File: src/hw/rtl/hmvc_pkg.sv
package hmvc_pkg;

    localparam int BLOCKS       = 252;
    localparam int BLOCK_VALUES = 27;
    localparam int CLASSES      = 10;
    localparam int COUNT_W      = 16;
    localparam int VOTE_W       = 24;

    localparam int CMD_W     = 2;
    localparam int BLK_W     = 8;
    localparam int VAL_W     = 5;
    localparam int LBL_W     = 4;
    localparam int MODE_W    = 3;
    localparam int CLS_OUT_W = 4;

    localparam int NCH      = 3;
    localparam int CH_W     = 2;
    localparam int ROWS     = BLOCKS * BLOCK_VALUES;
    localparam int ROW_W    = $clog2(ROWS);
    localparam int RAW_W    = 16;
    localparam int CLS_W    = $clog2(CLASSES);
    localparam int FUSE_W   = VOTE_W + 3;
    localparam int PTS_W    = $clog2(3 * (CLASSES - 1) + 1);
    localparam int SUM_W    = ((COUNT_W > VOTE_W) ? COUNT_W : VOTE_W) + 1;
    localparam int LEAD10_W = VOTE_W + 4;

    localparam logic [VAL_W-1:0] PIXEL_BG = 5'd0;
    localparam logic [VAL_W-1:0] GRAD_BG  = 5'd13;

    localparam logic [CMD_W-1:0] CMD_CLEAR    = 2'd0;
    localparam logic [CMD_W-1:0] CMD_TRAIN    = 2'd1;
    localparam logic [CMD_W-1:0] CMD_CLASSIFY = 2'd2;

    localparam logic [MODE_W-1:0] MODE_ADD    = 3'd0;
    localparam logic [MODE_W-1:0] MODE_MAJ    = 3'd1;
    localparam logic [MODE_W-1:0] MODE_BORDA  = 3'd2;
    localparam logic [MODE_W-1:0] MODE_VGRAD  = 3'd3;
    localparam logic [MODE_W-1:0] MODE_PV     = 3'd4;
    localparam logic [MODE_W-1:0] MODE_WEIGHT = 3'd5;

    typedef logic [CLASSES-1:0][COUNT_W-1:0] t_row;

    typedef struct packed {
        logic [CMD_W-1:0] command;
        logic [BLK_W-1:0] block_index;
        logic [VAL_W-1:0] pixel_value;
        logic [VAL_W-1:0] hgrad_value;
        logic [VAL_W-1:0] vgrad_value;
        logic [LBL_W-1:0] class_label;
        logic             last_block;
    } t_item;

    typedef struct packed {
        logic accept;
        logic update;
        logic clr_step;
        logic scan_step;
        logic pscan_step;
        logic bload;
        logic bcmp;
        logic bfin;
        logic load_out;
    } t_dp_cmd;

    typedef struct packed {
        logic is_clear;
        logic is_result;
        logic clr_last;
        logic scan_last;
        logic borda;
        logic cmp_last;
        logic pass_last;
        logic ch_last;
        logic out_free;
    } t_dp_stat;

endpackage

File: src/hw/rtl/hmvc_ctrl.sv
module hmvc_ctrl import hmvc_pkg::*; (
    input  logic     i_clk,
    input  logic     i_rst_n,
    input  logic     i_in_valid,
    output logic     o_in_ready,
    input  t_dp_stat i_stat,
    output t_dp_cmd  o_cmd
);

    typedef enum logic [8:0] {
        S_CLEAR  = 9'b000000001,
        S_IDLE   = 9'b000000010,
        S_UPDATE = 9'b000000100,
        S_SCAN   = 9'b000001000,
        S_BLOAD  = 9'b000010000,
        S_BCMP   = 9'b000100000,
        S_BFIN   = 9'b001000000,
        S_PSCAN  = 9'b010000000,
        S_RESULT = 9'b100000000
    } t_state;

    t_state r_state;
    t_state n_state;

    always_ff @(posedge i_clk) begin
        if (!i_rst_n) begin
            r_state <= S_CLEAR;
        end else begin
            r_state <= n_state;
        end
    end

    assign o_in_ready = (r_state == S_IDLE);

    always_comb begin
        n_state = r_state;
        o_cmd   = '0;
        unique case (r_state)
            S_CLEAR: begin
                o_cmd.clr_step = 1'b1;
                if (i_stat.clr_last) begin
                    n_state = S_IDLE;
                end
            end
            S_IDLE: begin
                if (i_in_valid) begin
                    o_cmd.accept = 1'b1;
                    n_state      = S_UPDATE;
                end
            end
            S_UPDATE: begin
                o_cmd.update = 1'b1;
                if (i_stat.is_clear) begin
                    n_state = S_CLEAR;
                end else if (i_stat.is_result) begin
                    n_state = S_SCAN;
                end else begin
                    n_state = S_IDLE;
                end
            end
            S_SCAN: begin
                o_cmd.scan_step = 1'b1;
                if (i_stat.scan_last) begin
                    n_state = i_stat.borda ? S_BLOAD : S_RESULT;
                end
            end
            S_BLOAD: begin
                o_cmd.bload = 1'b1;
                n_state     = S_BCMP;
            end
            S_BCMP: begin
                o_cmd.bcmp = 1'b1;
                if (i_stat.cmp_last) begin
                    n_state = S_BFIN;
                end
            end
            S_BFIN: begin
                o_cmd.bfin = 1'b1;
                if (i_stat.pass_last && i_stat.ch_last) begin
                    n_state = S_PSCAN;
                end else begin
                    n_state = S_BLOAD;
                end
            end
            S_PSCAN: begin
                o_cmd.pscan_step = 1'b1;
                if (i_stat.scan_last) begin
                    n_state = S_RESULT;
                end
            end
            S_RESULT: begin
                if (i_stat.out_free) begin
                    o_cmd.load_out = 1'b1;
                    n_state        = S_IDLE;
                end
            end
            default: begin
                n_state = S_CLEAR;
            end
        endcase
    end

endmodule

File: config.mk
export PLATFORM = sky130hd
export DESIGN_NAME = hmvc_ctrl
export DESIGN_NICKNAME = d
export VERILOG_FILES = /design/src/hw/rtl/hmvc_pkg.sv /design/src/hw/rtl/hmvc_ctrl.sv
export SDC_FILE = /design/constraint.sdc
export NUM_CORES = 1
export LEC_CHECK = 0
export ABC_AREA = 1
export BUFFER_PORTS_ARGS = -buffer_cell sky130_fd_sc_hd__buf_2
export CAP_MARGIN = 20
export CELL_PAD_IN_SITES_DETAIL_PLACEMENT = 0
export CELL_PAD_IN_SITES_GLOBAL_PLACEMENT = 1
export CORE_MARGIN = 4
export CORE_UTILIZATION = 34
export CTS_BUF_LIST = sky130_fd_sc_hd__clkbuf_16
export DETAILED_ROUTE_END_ITERATION = 7
export GPL_ROUTABILITY_DRIVEN = 0
export PLACE_DENSITY = 0.77
export SLEW_MARGIN = 15
export SYNTH_ARGS = -nofsm -noshare
export SYNTH_HDL_FRONTEND = slang
export SYNTH_SLANG_ARGS = --single-unit
export TNS_END_PERCENT = 20
File: constraint.sdc
create_clock -name i_clk -period 1.5 [get_ports i_clk]
set_input_delay 0 -clock i_clk [delete_from_list [all_inputs] [get_ports i_clk]]
set_output_delay 0 -clock i_clk [all_outputs]
set_load 0.02 [all_outputs]
# Yosys cells after proc, flatten, opt, wreduce, memory -nomap -nowiden
# Index checks and enable logic that the tools add are counted.
[totals]
word_cells = 40
inputBits = 12
n_memories = 0
ramBits = 0
regBits = 9
mem_bits_ro = 0
latchBits = 0
[classes]
bitwise = 0
addsub = 0
eq_ne = 15
mux = 22
mul = 0
magnitude_cmp = 0
div = 0
shifts = 0
reduce_logical = 2
[op_table]
columns = ["op", "count"]
rows = [
  ["9-bit one-hot mux with 9 select lines", 1],
  ["9-bit two-way mux", 7],
  ["2-bit != test, second input constant", 6],
  ["1-bit two-way mux", 11],
  ["9-bit by 1-bit == test with 1-bit output, second input constant", 1],
  ["9-bit by 2-bit == test with 1-bit output, second input constant", 1],
  ["9-bit by 3-bit == test with 1-bit output, second input constant", 1],
  ["9-bit by 4-bit == test with 1-bit output, second input constant", 1],
  ["9-bit by 5-bit == test with 1-bit output, second input constant", 1],
  ["9-bit by 6-bit == test with 1-bit output, second input constant", 1],
  ["9-bit by 7-bit == test with 1-bit output, second input constant", 1],
  ["9-bit by 8-bit == test with 1-bit output, second input constant", 1],
  ["9-bit == test, second input constant", 1],
  ["4-bit two-way mux", 2],
  ["8-bit two-way mux", 1],
  ["6-bit AND reduction", 1],
  ["1-bit logical AND", 1],
]

# Depth between registers and ports, before layout
# Gate-level depths: netlist (run 1).
[logic_depth]
depth_word = 3
ltp_mapped = 11
ltp_nobuf = 11

# Worst setup path before layout (run 1)
# OpenSTA, ideal clock, no wires.
[synth_timing]
path_type = "reg-to-reg"
startpoint = "register r_state[0]"
endpoint = "register r_state[8]"
slack_ns = 0.014
period_less_slack_ns = 1.486
setup_ns = 0.070
stages_incl_launch_ff = 8
t_arrival_ns = 1.416
n_path_buf = 0
path_cell_list = "dfxtp_1 nor2_4 nand2_2 nor3b_2 nor2_1 nand3_2 nand3_1 a21oi_1"
[synth_between]
elab_chain_len = 3
[synth_lines]
columns = ["element", "line", "rtl"]
rows = [
  ["start, declared", "hmvc_ctrl.sv:22", "t_state r_state;"],
  ["start signal, assigned", "hmvc_ctrl.sv:29", "r_state <= n_state;"],
  ["9-bit by 1-bit == test with 1-bit output, or another cell as far along", "hmvc_ctrl.sv:38", "unique case (r_state)"],
  ["2-bit != test (no source line)", "n/a", ""],
  ["6-bit AND reduction (no source line)", "n/a", ""],
]
# Parallel ways exist; a longest one is shown, timed or not.
# A chain may end at the register's enable or synchronous reset.

==> reports/metrics.cfg, run 1 <==
[setup_path]
cp_max_fo=5
cpMostUsedCell=buf_4
crit_chain=nor2_4, nand2_4, nor2_8, nand2_1, buf_4, nor2_1, buf_4
crit_family=simple AND/OR/NAND/NOR gates
critPathArrivalTime_ns=1.45
reg2reg_from=r_state[7]$_SDFFE_PN0P_
cp_slowest_cell=dfxtp_2
critical_path_buf_inv_count=2
worstPathRequired_ns=1.50
cpPeakStageDelay_ns=0.34
crit_start=r_state[7]$_SDFFE_PN0P_
critPathKind=flop to output pin
start_kind=flop
cp-end-kind=output pin

[layout]
final_cell_mix=20 x nand2_1, 19 x buf_2, 18 x inv_1, 18 x nor2_1, 13 x nand3_1
largest_reg_flops=9
regMostFlops=r_state
diodes=0
n_fill_cell=218
largestRegisters=r_state: 9 flops
layout_commonest_cell=nand2_1
fin_nets=164
final_util=0.533
drive_gt1_frac=0.437
synthToLayoutAreaGrowth_pct=43.4

[run_status]
status=finished clean

[sta]
rsz0062_at_grt=true
worst_hold_slack_ns=0.0134
skew_ns=0.00110
hold_violations=0
fin_crit_ns=1.45
report.final.setup_viol=0
worstMarginPinSlew_ns=0.244
final.period_utilization=0.965
slew_headroom=0.837
max_freq_ghz=0.691
slew_violations=0
layout_setup_ws_ns=0.0521

[drt]
drtPass1Iterations=4
drt-total-wl_um=1980
via_count=800
viasPerCell=4.49
drt_iter0_drc=10
route.detailed.drc=0
ant_nets=0
drt-wirelength-per-cell_um=11.1

[clock_tree]
clk_pin_slew_worst_paths_ns=0.04
htree_num_levels=1
clockBufferDepth=2
clock-sinks=9
hold_buffers=0
cts_tree=built
root_buffer=clkbuf_16
cts_made_buffers=3
clk_latency_ns=0.23

[power_and_ir_drop]
peakVddDrop_v=0.000781
p_per_area_mw_per_mm2=1310
p_leak_uw=0.000587

[logic_synthesis]
ys_warn_count=0
synthAdderAreaFrac=0
synth.avg_cell_area_um2=6.48
synth_seq_area_share=0.240
netlist_area_um2=752
yosys-mux-area-fraction=0
synth_fp_nets=128
synthXorXnorAreaFrac=0
syn_inst=116
synth_compound_area_frac=0.0948
synth_top_family_by_area=simple AND/OR/NAND/NOR gates
yosys.area_share.simple=0.541
ys_ff_latch=9
synth_cell_types=23

[die]
io_pins=22
start_util=0.372
rows=16
core_area_mm2=0.00202
die_w_um=55.0
dieArea_mm2=0.00303
die_y_um=55.0

[grt]
antenna_found_initial=0
grt_pass1_vias=727
overflow=0
grt_pass1_wl_um=3120
grt_use_total=0.146
grt_max_degree=8

[hold_path]
worstHoldStart=i_stat[8]
min_path_type=input port to flop

[flow_run]
maxCapViolCount=0

[placement]
port_buffers=21
dp_slack_ns=0.000789
dp_hpwl_um=1680

-- worst min-delay path, cell delays in order --
cell and delay, ns:
buf_2 0.09, nand2_1 0.04, nand4_1 0.08
-- power by group --
group / internal (uW) / switching, uW / leakage (uW)
combinational: 253 / 407 / 0.000470
clock: 347 / 103 / 0.0000423
sequential: 270 / 34.8 / 0.0000746
total: 870 / 545 / 0.000587
-- timing repair --
action	4_1_cts	5_1_grt
buffers inserted	0	3
setup endpoints to repair	3	9
gates cloned	0	0
resized for setup	1	10
pin swaps	0	6
-- path summary, 6_finish.rpt --
kind,cells after the start,end,slack (ns)
worst min register to register,2,r_state[3]$_SDFFE_PN0P_,0.49
worst max register to register,9,r_state[7]$_SDFFE_PN0P_,0.09
worst max-delay path,7,o_cmd[8],0.05
worst min-delay path,3,r_state[0]$_SDFFE_PN1P_,0.01
-- stage by stage --
stage          cell area, um2  setup TNS (ns)  power [uW]  instances
6_report                 1080               0        1410        178
5_1_grt                  1080         -0.0542        1530        178
4_1_cts                  1020               0        1360        175
3_5_place_dp              943               0         904        171
3_3_place_gp              943               0         901        171
2_1_floorplan             752               0         760        116
-- Yosys cell counts, drive strengths merged --
master	instances	area share
a21oi	7	0.062
a21o	1	0.010
nand3	17	0.15
o21bai	1	0.010
nor3b	1	0.017
nand4	1	0.0083
dfxtp	9	0.24
nor2	26	0.20
nand2	24	0.14
inv	25	0.12
nor3	2	0.028
o21ai	2	0.013
-- kinds of logic after synthesis --
family / Yosys count
buffers and inverters: 25
flip-flops: 9
AO/OA/AOI/OAI: 11
AND/OR/NAND/NOR: 71
-- routing by layer --
| layer | global-route usage | vias up | part of all wire |
|---|---|---|---|
| li1 | - | 429 | - |
| met1 | 0.191 | 349 | 0.47 |
| met2 | 0.224 | 20 | 0.47 |
| met3 | 0.0402 | 2 | 0.059 |
| met4 | 0.0567 | 0 | 0.0040 |
| met5 | 0 | - | 0 |
-- final cells by class --
| class | count | area [um2] | area share |
|---|---|---|---|
| Multi-Input combinational cell | 82 | 503 | 0.466 |
| Inverter | 25 | 93.8 | 0.0870 |
| Tap cell | 27 | 33.8 | 0.0313 |
| Timing Repair Buffer | 31 | 185 | 0.172 |
| Clock inverter | 1 | 3.75 | 0.00348 |
| Sequential cell | 9 | 184 | 0.171 |
| Clock buffer | 3 | 75.1 | 0.0696 |
No activity file was read; power rests on OpenSTA's default activity.
==> inputs of run 2 (changes only) <==
- PLACE_DENSITY: 0.77 -> unset
- PLACE_DENSITY_LB_ADDON: unset -> 0.1
==> run 2 against run 1 <==
  * Non-clock buffer count is 1 lower
  * Via count fell by 1.4%
  * Sequential power is essentially flat
  * Count of clock-buffer cells in the layout stayed put
  * Flip-flop and latch count unchanged
  * Critical path type unchanged
  * Largest power group unchanged
==> reports/metrics.cfg, run 2 (same netlist as run 1, synthesis figures left out) <==
[placement]
port_buffers=21  ; unchanged
dp.cells=171  ; unchanged
dp_hpwl_um=1710  ; was 1680 um
place_area_um2=943  ; unchanged

[clock_tree]
cts_tree=built  ; unchanged
hold_buffers=0  ; unchanged
clk_latency_ns=0.23  ; about the same
clockBufferDepth=2  ; unchanged
cts_made_buffers=3  ; unchanged
htree_num_levels=1  ; unchanged
root_buffer=clkbuf_16  ; unchanged
clk_pin_slew_worst_paths_ns=0.04  ; about the same
clock-sinks=9  ; unchanged

[layout]
final_cell_mix=20 x nand2_1, 20 x buf_2, 18 x nor2_1  ; was 20 x nand2_1, 19 x buf_2, 18 x inv_1, 18 x nor2_1, 13 x nand3_1
diodes=0  ; unchanged
fin_nets=163  ; was 164
regMostFlops=r_state  ; unchanged
drive_gt1_frac=0.420  ; was 0.437
fin_area_mm2=0.00106  ; was 0.00108 mm2
stdcell_count=177  ; was 178
largestRegisters=r_state: 9 flops  ; unchanged
n_fill_cell=235  ; was 218
largest_reg_flops=9  ; unchanged
synthToLayoutAreaGrowth_pct=40.8  ; was 43.4%

[die]
dieArea_mm2=0.00303  ; unchanged
rows=16  ; unchanged
io_pins=22  ; unchanged
die_y_um=55.0  ; unchanged
core_area_mm2=0.00202  ; unchanged
die_w_um=55.0  ; unchanged
start_util=0.372  ; unchanged

[run_status]
status=finished clean  ; unchanged

[drt]
drt-total-wl_um=1970  ; was 1980 um
route.detailed.drc=0  ; unchanged
viasPerCell=4.46  ; was 4.49
via_count=789  ; was 800
drt-wirelength-per-cell_um=11.1  ; about the same
ant_nets=0  ; unchanged
drt_iter0_drc=7  ; was 10
drtPass1Iterations=4  ; unchanged

[grt]
antenna_found_initial=0  ; unchanged
grt_use_total=0.161  ; was 0.146
grt_max_degree=8  ; unchanged
grt_pass1_wl_um=3420  ; was 3120 um
overflow=0  ; unchanged
grt_pass1_vias=781  ; was 727

[sta]
slew_violations=0  ; unchanged
final.period_utilization=0.970  ; was 0.965
report.final.setup_viol=0  ; unchanged
skew_ns=0.00314  ; was 0.00110 ns
worstMarginPinSlew_ns=0.248  ; was 0.244 ns
rsz0062_at_grt=true  ; unchanged
hold_violations=0  ; unchanged
fin_crit_ns=1.45  ; about the same
max_freq_ghz=0.687  ; was 0.691 GHz
slew_headroom=0.834  ; was 0.837

[flow_run]
maxCapViolCount=0  ; unchanged

[setup_path]
critPathArrivalTime_ns=1.45  ; about the same
critPathKind=flop to output pin  ; unchanged
cp_slowest_cell=dfxtp_1  ; was dfxtp_2
start_kind=flop  ; unchanged
crit_chain=nor2_2, inv_2, nor2_1, nand2_1, buf_4, nor2_1, buf_4  ; was nor2_4, nand2_4, nor2_8, nand2_1, buf_4, nor2_1, buf_4
cp-end-kind=output pin  ; unchanged
worstPathRequired_ns=1.50  ; about the same
cpPeakStageDelay_ns=0.32  ; was 0.34 ns
critical_path_buf_inv_count=3  ; was 2
cp_max_fo=4  ; was 5
crit_family=simple AND/OR/NAND/NOR gates  ; unchanged

[hold_path]
min_path_type=input port to flop  ; unchanged

[power_and_ir_drop]
p_per_area_mw_per_mm2=1350  ; was 1310 mW/mm2
peakVddDrop_v=0.000752  ; was 0.000781 V
p_leak_uw=0.000582  ; was 0.000587 uW

==> run 2: cell count changes in the layout (fill, tap and decap cells not counted), moves of 2 or more <==
cell,previous run,this run
a21oi_1,4,6
a21oi_2,2,0
buf_4,12,9
nor2_2,0,3
nor2_4,7,4
==> run 2: power breakdown <==
group	internal [uW]	switching [uW]	total (uW)
combinational	252	399	651
sequential	270	36.1	306
clock	351	116	468
total	873	551	1420
==> run 2: area by class of cell <==
type                    instances  area [um2]  share of cell area
flip-flops and latches          9         183               0.173
multi-input cells              82         480               0.454
clock buffers                   3        75.1              0.0709
inverters                      25        93.8              0.0887
well taps                      27        33.8              0.0319
repair buffers                 30         188               0.177
clock inverters                 1        5.00             0.00473
==> run 2: metrics by stage <==
step	utilization	worst slack (ns)	total power [uW]	hold WS, ns	setup TNS, ns
2_1_floorplan	-	0.0145	760	0.0881	0
3_3_place_gp	0.467	0.0253	901	0.264	0
3_5_place_dp	0.467	0.0246	906	0.250	0
4_1_cts	0.522	0.00681	1450	0.0101	0
5_1_grt	0.524	-0.0769	1530	0.0413	-0.472
6_report	0.524	0.0454	1420	0.0153	0
==> run 2: path summary, 6_finish.rpt <==
| kind | slack [ns] | from | end | cells after the start |
|---|---|---|---|---|
| setup reg to reg | 0.08 | r_state[6]$_SDFFE_PN0P_ | r_state[7]$_SDFFE_PN0P_ | 10 |
| setup / recovery | 0.05 | r_state[2]$_SDFFE_PN0P_ | o_cmd[8] | 7 |
| hold reg to reg | 0.49 | r_state[3]$_SDFFE_PN0P_ | r_state[3]$_SDFFE_PN0P_ | 2 |
| hold / removal | 0.02 | i_rst_n | r_state[0]$_SDFFE_PN1P_ | 2 |
==> run 2: layer usage <==
layer  GRT usage  wire length (um)
met5           0                 0
met4      0.0729                31
met3      0.0188                92
met2       0.246               847
met1       0.225               996
==> run 2: what timing repair did <==
item	in CTS	in global routing
setup endpoints to repair	2	9
hold endpoints to repair	0	0
pin swaps	3	2
gates resized for setup	2	3
buffers inserted	2	0
